<file path="src/sv/mapc_pkg.sv">
// Shared types and constants for the moving-average predictive coder.
// No dependencies; the stream interfaces and the top level refer to this package.
`default_nettype none

package mapc_pkg;

    typedef logic signed [7:0] sample_t;

    // configuration register index (byte address bit 2)
    typedef enum logic
    {
        REG_HISTORY_LOG2 = 1'b0,
        REG_DECODE_MODE  = 1'b1
    } reg_idx_t;

    localparam int          APB_ADDR_W        = 3;
    localparam int          APB_DATA_W        = 32;
    localparam int          HIST_LOG2_W       = 3;
    localparam logic [2:0]  HIST_LOG2_RESET   = 3'd2;
    localparam logic        DECODE_MODE_RESET = 1'b0;

endpackage

`default_nettype wire

</file>
<file path="src/sv/mapc_ifs.sv">
// Valid/ready stream interfaces for the coder's input and result channels.
// Depends on mapc_pkg for the sample type.
`default_nettype none

interface mapc_in_if;
    logic              valid;
    logic              ready;
    mapc_pkg::sample_t sample_in;
    logic              block_start;

    modport source (output valid, output sample_in, output block_start, input ready);
    modport sink   (input valid, input sample_in, input block_start, output ready);
endinterface

interface mapc_out_if;
    logic              valid;
    logic              ready;
    mapc_pkg::sample_t value_out;

    modport source (output valid, output value_out, input ready);
    modport sink   (input valid, input value_out, output ready);
endinterface

`default_nettype wire

</file>
<file path="src/sv/moving_average_predictive_coder.sv">
// Moving-average predictive coder (encode to residuals / decode to samples).
// Depends on mapc_pkg and the stream interfaces in mapc_ifs.sv.
//
// Usage:
//   din  : valid/ready stream of 8-bit signed items plus block_start.
//   dout : valid/ready stream, one 8-bit signed result per input item.
//   APB  : history_log2 at 0x0 (write clears the history), decode_mode at 0x4.
//          Write only while the block is idle.
// Throughput is one item per cycle while dout does not stall. An accepted
// item first passes the read stage, which reads the oldest history entry
// from the ring memory; the compute stage then forms the mean from the
// running sum, produces the result and writes the sample back.
// A read of the slot being written in the same cycle is forwarded.
// The running-sum update is the loop that every item goes through. When dout
// stalls, the result is held in the output register, one more item waits in
// the read stage, and din.ready then drops.
// Reset empties both stages, clears the running sum, fill count and slot
// pointer, and sets history_log2 = 2, decode_mode = 0. The ring memory
// itself is not cleared; warm-up rewrites every slot in use before its value is used.
`default_nettype none

module moving_average_predictive_coder #(
    parameter int MAX_HISTORY = 16
) (
    input  wire                                 clk,
    input  wire                                 rst_n,
    input  wire                                 psel,
    input  wire                                 penable,
    input  wire                                 pwrite,
    input  wire [mapc_pkg::APB_ADDR_W-1:0]      paddr,
    input  wire [mapc_pkg::APB_DATA_W-1:0]      pwdata,
    output logic [mapc_pkg::APB_DATA_W-1:0]     prdata,
    output logic                                pready,
    mapc_in_if.sink                             din,
    mapc_out_if.source                          dout
);

    // largest usable log2 of the history length
    localparam int KMAX       = $clog2(MAX_HISTORY + 1) - 1;
    localparam int KW         = (KMAX > 0) ? $clog2(KMAX + 1) : 1;
    localparam int AW         = (KMAX > 0) ? KMAX : 1;
    localparam int RING_DEPTH = 1 << KMAX;
    localparam int FW         = $clog2(MAX_HISTORY + 1);
    localparam int SW         = 8 + KMAX;

    // configuration
    logic [mapc_pkg::HIST_LOG2_W-1:0] hist_log2_reg;
    logic [KW-1:0]                    k_reg;
    logic                             decode_reg;
    logic                             cfg_wr;
    mapc_pkg::reg_idx_t               cfg_idx;
    logic [KW-1:0]                    k_wr;

    // read stage
    logic                             s1_valid_reg;
    mapc_pkg::sample_t                s1_sample_reg;
    logic                             s1_start_reg;
    logic [AW-1:0]                    s1_slot_reg;
    mapc_pkg::sample_t                ring_q_reg;
    logic                             byp_hit_reg;
    mapc_pkg::sample_t                byp_data_reg;
    logic [AW-1:0]                    front_slot_reg;
    logic [AW-1:0]                    front_slot_next;
    logic [AW-1:0]                    rd_slot;
    logic [AW-1:0]                    slot_mask;

    // history state
    logic [FW-1:0]                    fill_reg;
    logic [FW-1:0]                    fill_next;
    logic signed [SW-1:0]             sum_reg;
    logic signed [SW-1:0]             sum_next;

    // compute stage
    logic [FW-1:0]                    fill_eff;
    logic signed [SW-1:0]             sum_eff;
    logic [FW-1:0]                    h_val;
    logic                             warm;
    mapc_pkg::sample_t                old_sample;
    logic                             sum_neg;
    logic [SW-1:0]                    sum_mag;
    logic [SW-1:0]                    mag_sh;
    mapc_pkg::sample_t                pred;
    mapc_pkg::sample_t                decoded;
    mapc_pkg::sample_t                residual;
    mapc_pkg::sample_t                new_sample;
    mapc_pkg::sample_t                result;

    // output stage
    logic                             out_valid_reg;
    mapc_pkg::sample_t                out_value_reg;

    logic                             din_fire;
    logic                             advance;

    logic [7:0]                       ring_mem [RING_DEPTH];

    // ---------------- configuration port ----------------
    assign pready  = 1'b1;
    assign cfg_wr  = psel && penable && pwrite;
    assign cfg_idx = mapc_pkg::reg_idx_t'(paddr[2]);
    assign k_wr    = (pwdata[2:0] > 3'(KMAX)) ? KW'(KMAX) : KW'(pwdata[2:0]);

    always_comb
    begin
        case (cfg_idx)
            mapc_pkg::REG_HISTORY_LOG2:
                prdata = {{(mapc_pkg::APB_DATA_W - mapc_pkg::HIST_LOG2_W){1'b0}},
                          hist_log2_reg};
            mapc_pkg::REG_DECODE_MODE:
                prdata = {{(mapc_pkg::APB_DATA_W - 1){1'b0}}, decode_reg};
            default:
                prdata = '0;
        endcase
    end

    // ---------------- handshake ----------------
    assign advance   = s1_valid_reg && (!out_valid_reg || dout.ready);
    assign din.ready = !s1_valid_reg || advance;
    assign din_fire  = din.valid && din.ready;

    // ---------------- read stage ----------------
    assign slot_mask       = ~({AW{1'b1}} << k_reg);
    assign rd_slot         = din.block_start ? '0 : front_slot_reg;
    assign front_slot_next = (rd_slot + AW'(1)) & slot_mask;

    // ring memory: one write port (compute stage), one registered read port
    always_ff @(posedge clk)
    begin
        if (advance)
        begin
            ring_mem[s1_slot_reg] <= new_sample;
        end
        if (din_fire)
        begin
            ring_q_reg    <= ring_mem[rd_slot];
            byp_data_reg  <= new_sample;
            s1_sample_reg <= din.sample_in;
            s1_start_reg  <= din.block_start;
            s1_slot_reg   <= rd_slot;
        end
    end

    // ---------------- compute stage ----------------
    assign fill_eff   = s1_start_reg ? '0 : fill_reg;
    assign sum_eff    = s1_start_reg ? '0 : sum_reg;
    assign h_val      = FW'(1) << k_reg;
    assign warm       = fill_eff < h_val;
    assign old_sample = byp_hit_reg ? byp_data_reg : ring_q_reg;

    // mean truncates toward zero: shift the magnitude, then restore the sign
    assign sum_neg  = sum_eff[SW-1];
    assign sum_mag  = sum_neg ? SW'(-sum_eff) : SW'(sum_eff);
    assign mag_sh   = sum_mag >> k_reg;
    assign pred     = sum_neg ? mapc_pkg::sample_t'(-mag_sh[7:0])
                              : mapc_pkg::sample_t'(mag_sh[7:0]);
    assign decoded  = s1_sample_reg + pred;
    assign residual = s1_sample_reg - pred;

    always_comb
    begin
        if (warm)
        begin
            new_sample = s1_sample_reg;
            result     = s1_sample_reg;
            sum_next   = sum_eff + SW'(s1_sample_reg);
            fill_next  = fill_eff + FW'(1);
        end
        else
        begin
            new_sample = decode_reg ? decoded : s1_sample_reg;
            result     = decode_reg ? decoded : residual;
            sum_next   = sum_eff + SW'(new_sample) - SW'(old_sample);
            fill_next  = fill_eff;
        end
    end

    // ---------------- control registers ----------------
    always_ff @(posedge clk or negedge rst_n)
    begin
        if (!rst_n)
        begin
            hist_log2_reg  <= mapc_pkg::HIST_LOG2_RESET;
            k_reg          <= (KMAX < 2) ? KW'(KMAX) : KW'(2);
            decode_reg     <= mapc_pkg::DECODE_MODE_RESET;
            s1_valid_reg   <= 1'b0;
            byp_hit_reg    <= 1'b0;
            front_slot_reg <= '0;
            fill_reg       <= '0;
            sum_reg        <= '0;
            out_valid_reg  <= 1'b0;
        end
        else
        begin
            if (din_fire)
            begin
                s1_valid_reg <= 1'b1;
                // slot written by the compute stage this cycle is read now
                byp_hit_reg  <= advance && (s1_slot_reg == rd_slot);
            end
            else if (advance)
            begin
                s1_valid_reg <= 1'b0;
            end

            if (advance)
            begin
                out_valid_reg <= 1'b1;
            end
            else if (dout.ready)
            begin
                out_valid_reg <= 1'b0;
            end

            if (cfg_wr && cfg_idx == mapc_pkg::REG_HISTORY_LOG2)
            begin
                hist_log2_reg  <= pwdata[mapc_pkg::HIST_LOG2_W-1:0];
                k_reg          <= k_wr;
                front_slot_reg <= '0;
                fill_reg       <= '0;
                sum_reg        <= '0;
            end
            else
            begin
                if (din_fire)
                begin
                    front_slot_reg <= front_slot_next;
                end
                if (advance)
                begin
                    fill_reg <= fill_next;
                    sum_reg  <= sum_next;
                end
            end

            if (cfg_wr && cfg_idx == mapc_pkg::REG_DECODE_MODE)
            begin
                decode_reg <= pwdata[0];
            end
        end
    end

    always_ff @(posedge clk)
    begin
        if (advance)
        begin
            out_value_reg <= result;
        end
    end

    assign dout.valid     = out_valid_reg;
    assign dout.value_out = out_value_reg;

endmodule

`default_nettype wire

</file>
<file path="src/flat_wrapper.sv">
// flat-port wrapper written by rule: the top's interface ports become plain ports
module moving_average_predictive_coder_flat 
#(
    parameter int MAX_HISTORY = 16
)
  (clk, rst_n, psel, penable, pwrite, paddr, pwdata, prdata, pready, din_valid, din_sample_in, din_block_start, din_ready, dout_valid, dout_value_out, dout_ready);
  mapc_in_if din_i ();
  mapc_out_if dout_i ();
  input  wire clk;
  input  wire rst_n;
  input  wire psel;
  input  wire penable;
  input  wire pwrite;
  input  wire [mapc_pkg::APB_ADDR_W-1:0] paddr;
  input  wire [mapc_pkg::APB_DATA_W-1:0] pwdata;
  output logic [mapc_pkg::APB_DATA_W-1:0] prdata;
  output logic pready;
  input wire logic [$bits(din_i.valid)-1:0] din_valid;
  input wire logic [$bits(din_i.sample_in)-1:0] din_sample_in;
  input wire logic [$bits(din_i.block_start)-1:0] din_block_start;
  output wire logic [$bits(din_i.ready)-1:0] din_ready;
  output wire logic [$bits(dout_i.valid)-1:0] dout_valid;
  output wire logic [$bits(dout_i.value_out)-1:0] dout_value_out;
  input wire logic [$bits(dout_i.ready)-1:0] dout_ready;
  assign din_i.valid = din_valid;
  assign din_i.sample_in = din_sample_in;
  assign din_i.block_start = din_block_start;
  assign din_ready = din_i.ready;
  assign dout_valid = dout_i.valid;
  assign dout_value_out = dout_i.value_out;
  assign dout_i.ready = dout_ready;
  moving_average_predictive_coder #(.MAX_HISTORY(MAX_HISTORY)) u_core (.clk(clk), .rst_n(rst_n), .psel(psel), .penable(penable), .pwrite(pwrite), .paddr(paddr), .pwdata(pwdata), .prdata(prdata), .pready(pready), .din(din_i), .dout(dout_i));
endmodule
</file>
<file path="config.mk">
export PLATFORM = sky130hd
export DESIGN_NAME = moving_average_predictive_coder_flat
export DESIGN_NICKNAME = d
export VERILOG_FILES = /design/src/sv/mapc_pkg.sv /design/src/sv/mapc_ifs.sv /design/src/sv/moving_average_predictive_coder.sv /design/src/flat_wrapper.sv
export SDC_FILE = /design/constraint.sdc
export NUM_CORES = 1
export LEC_CHECK = 0
export BUFFER_PORTS_ARGS = -buffer_cell sky130_fd_sc_hd__buf_2
export CAP_MARGIN = 10
export CELL_PAD_IN_SITES_DETAIL_PLACEMENT = 1
export CELL_PAD_IN_SITES_GLOBAL_PLACEMENT = 1
export CORE_MARGIN = 2
export CORE_UTILIZATION = 50
export CTS_BUF_LIST = sky130_fd_sc_hd__clkbuf_4 sky130_fd_sc_hd__clkbuf_8
export DETAILED_ROUTE_END_ITERATION = 10
export PLACE_DENSITY_LB_ADDON = 0.1
export SETUP_SLACK_MARGIN = 0.4
export SYNTH_ARGS = -nofsm -noshare
export SYNTH_HDL_FRONTEND = slang
export SYNTH_SLANG_ARGS = --single-unit
</file>
<file path="constraint.sdc">
create_clock -name clk -period 9.2 [get_ports clk]
set_clock_uncertainty 0.1 [all_clocks]
set_input_delay 0.46 -clock clk [delete_from_list [all_inputs] [get_ports clk]]
set_output_delay 0.46 -clock clk [all_outputs]
set_load 0.01 [all_outputs]
</file>
==> flow_summary_export.csv <==
group,metric,value,unit
global_route,grt_pass1_wl,44520,um
finish,drive_gt1_frac,0.1471,
clocking,root_buffer,"clkbuf_8",
synth,synthArstFlopShare,0.1582,
global_route,grt.busiest_layer,"met2",
synth,avgSynthCellArea,11.29,sq um
synth,seq_area_frac_synth,0.5014,
floorplan,die_area,0.02409,sq mm
sta,rsz0062_at_grt,"no",
global_route,met1_usage,0.3068,
finish,largest_reg_flops,128,
route,totalWireLength,28150,um
clocking,cts_resized,0,
route,final_antenna_net_count,0,
global_route,gr-usage-met3,0.02786,
sta,period_minus_slack,7.919,ns
synth,synth_edf_count,165,
setup_path,worst_r2r_path_depth,30,
floorplan,die_h,155.2,um
synth,ys_types,77,
floorplan,ios,94,
synth,syn-cell-area,0.01143,sq mm
placement,gp_congestion,0.8422,
floorplan,rows,55,
finish,syn_to_final_growth,6.270,%
worst_hold_path,hold_start,"din_sample_in[2]",
outcome,status,"completed",
route,drcViolationCount,0,
setup_path,cp-start-kind,"register",
setup_path,arrival,8.20,ns
sta,finalMaxSlewViolations,0,
synth,ys.flop_type,"edfxtp_1",
global_route,use_met2,0.4262,
clocking,clock_path_buffers,2,
finish,diodes,0,
route,viasPerCell,5.948,
clocking,clock-sinks,196,
setup_path,slowest_delay,0.53,ns
setup_path,crit_slowest_cell,"dfrtp_1",
sta,fin_crit_sh,0.8608,
power_and_ir_drop,power.total,0.003786,W
worst_hold_path,holdPathEnd,"u_core.s1_sample_reg[2]",
setup_path,critPathMaxFanout,7,
power_and_ir_drop,p_per_area,311.6,mW/mm^2
worst_hold_path,hold_depth,1,
global_route,groute.usage.overall,0.2412,
power_and_ir_drop,leakage,4.466,nW
clocking,post_cts.repair.setup_buffers,0,
synth,synth-seq-cells,196,
route,wl_per_cell,21.35,um
sta,worst_pin_slew,1.173,ns
setup_path,timing.rr.start,"u_core.sum_reg[1]",
finish,fin_nets,1132,
floorplan,core,0.02257,sq mm
synth,netlist_instances,1013,
placement,dp_hpwl,19980,um
clocking,ctsHoldBuffers,1,
sta,setup_viol,0,
sta,slew_headroom,0.2167,
floorplan,die_w,155.2,um
setup_path,crit_required,9.48,ns
sta,hold_ws,0.04691,ns
power_and_ir_drop,vdd_drop_max,0.1359,mV
finish,fillers,2410,
route,dr.pass1.iters,6,
finish,multiInputGateArea,0.005224,sq mm
placement,io_buffer_count,32,
run,cap_violations,0,
setup_path,crit_path_end_kind,"register",
global_route,grt_pass1_vias,8106,
synth,yosysWarnings,0,
route,vias,7840,
sta,setup_tns,0,ns
clocking,clk_latency,0.49,ns
finish,regArea,0.005733,sq mm
route,drt_iter0_drc,468,
worst_hold_path,hold_path_class,"in -> reg",
sta,hold_viol,0,
global_route,antenna_found_initial,0,
global_route,grt_max_degree,38,
setup_path,r2r_setup_slack,1.28,ns
clocking,cts_tree,"done",
setup_path,crit_type,"reg -> reg",
clocking,h-tree-depth,4,
floorplan,initial_core_util,0.5066,
clocking,clk_pin_slew,0.13,ns
sta,timing.fmax,126.3,MHz
clocking,numCtsBuffers,17,
global_route,gr-total-overflow,0,
setup_path,rr_endpoint,"u_core.sum_reg[10]",
==> layout make-up <==
cell class,count,share of cell area
timing repair buffer,48,0.02306
clock inverter,14,0.01493
multi-input combinational,721,0.4299
inverter,36,0.01112
sequential,196,0.4718
clock buffer,18,0.01987
tap,285,0.02935
==> critical path: cells and delay by family (launching register included) <==
family	cells	cell delay (ns)
compound gates	13	2.82
fa+ha+maj	5	1.73
buf+inv	2	0.17
xor+xnor	4	1.22
flops	1	0.53
simple gates	6	1.28
==> placed cells by master (no fill, tap or decap), types with 25 or more instances in the layout <==
| master | Yosys | routed |
|---|---|---|
| xnor2_1 | 27 | 27 |
| mux2_2 | 45 | 45 |
| nor2b_1 | 26 | 25 |
| edfxtp_1 | 165 | 165 |
| buf_2 | 5 | 33 |
| conb_1 | 2 | 30 |
| mux2i_1 | 27 | 27 |
| nand2_1 | 67 | 67 |
| inv_1 | 35 | 35 |
| ha_1 | 48 | 48 |
| o21ai_0 | 60 | 60 |
| dfrtp_1 | 29 | 29 |
| nor2_1 | 57 | 56 |
| a21oi_1 | 75 | 75 |
==> worst max-delay path by stage <==
stage | to | depth (start not counted) | start | slack (ns)
6_report | u_core.sum_reg[10] | 30 | u_core.sum_reg[1] | 1.28
5_1_grt | u_core.sum_reg[10] | 30 | u_core.sum_reg[1] | 0.41
4_1_cts | u_core.sum_reg[10] | 30 | u_core.sum_reg[1] | 1.17
3_5_place_dp | u_core.sum_reg[10] | 30 | u_core.sum_reg[1] | 1.19
3_3_place_gp | u_core.sum_reg[10] | 30 | u_core.sum_reg[1] | 1.33
2_1_floorplan | u_core.sum_reg[10] | 30 | u_core.s1_start_reg | 2.34
==> cells in the mapped netlist, drive strengths merged, types with 5 or more instances <==
master | number | area share
clkbuf | 46 | 0.015
edfxtp | 165 | 0.43
nand2b | 17 | 0.0093
nand2 | 67 | 0.022
o21bai | 9 | 0.0059
xor2 | 17 | 0.013
nor2b | 26 | 0.014
nand3b | 5 | 0.0033
dfrtp | 29 | 0.063
o21ai | 61 | 0.027
ha | 48 | 0.053
a221oi | 16 | 0.013
buf | 42 | 0.025
o21a | 7 | 0.0046
nand3 | 17 | 0.0074
nor3b | 6 | 0.0048
a31oi | 12 | 0.0066
a22oi | 5 | 0.0033
mux2 | 45 | 0.044
mux2i | 27 | 0.024
a21boi | 5 | 0.0033
xnor2 | 27 | 0.021
nor3 | 18 | 0.0089
a311oi | 5 | 0.0044
o31ai | 6 | 0.0051
a21o | 10 | 0.0066
a21oi | 75 | 0.033
nor2 | 57 | 0.019
a211oi | 16 | 0.011
fa | 13 | 0.023
inv | 35 | 0.011
or3 | 7 | 0.0038
a32o | 8 | 0.0070
==> through the flow <==
step | util | std cells | setup WS (ns) | instance area [sq um]
global placement | 0.5190 | 1284 | 1.327 | 11710
finish | 0.5384 | 1318 | 1.281 | 12150
floorplan | - | 1041 | 2.336 | 11540
global route | 0.5384 | 1318 | 0.4135 | 12150
detailed placement | 0.5190 | 1284 | 1.194 | 11710
CTS | 0.5381 | 1317 | 1.166 | 12150
==> power breakdown <==
part           internal [W]  switching, W  leakage (nW)
clock              0.000214      0.000366         0.205
sequential          0.00118      0.000115          1.89
combinational      0.000767       0.00114          2.37
==> layer usage <==
metal	up-vias	wire length, um	share of wire
met4	0	788	0.028
met3	47	794	0.028
met5	-	0	0
li1	3702	-	-
met1	3943	12240	0.43
met2	148	14320	0.51
==> kinds of logic (layout without fill, tap and decap cells) <==
kind of cell / after synthesis / count (layout) / share of synthesized area
compound gates: 265 / 265 / 0.1552
xor+xnor: 45 / 45 / 0.03567
fa+ha+maj: 62 / 62 / 0.07616
buf+inv: 124 / 116 / 0.05143
flops: 196 / 196 / 0.5014
mux: 72 / 72 / 0.06795
other cells: 2 / 30 / 0.0006568
simple gates: 247 / 247 / 0.1116
Power figures use the tool's default switching activity.
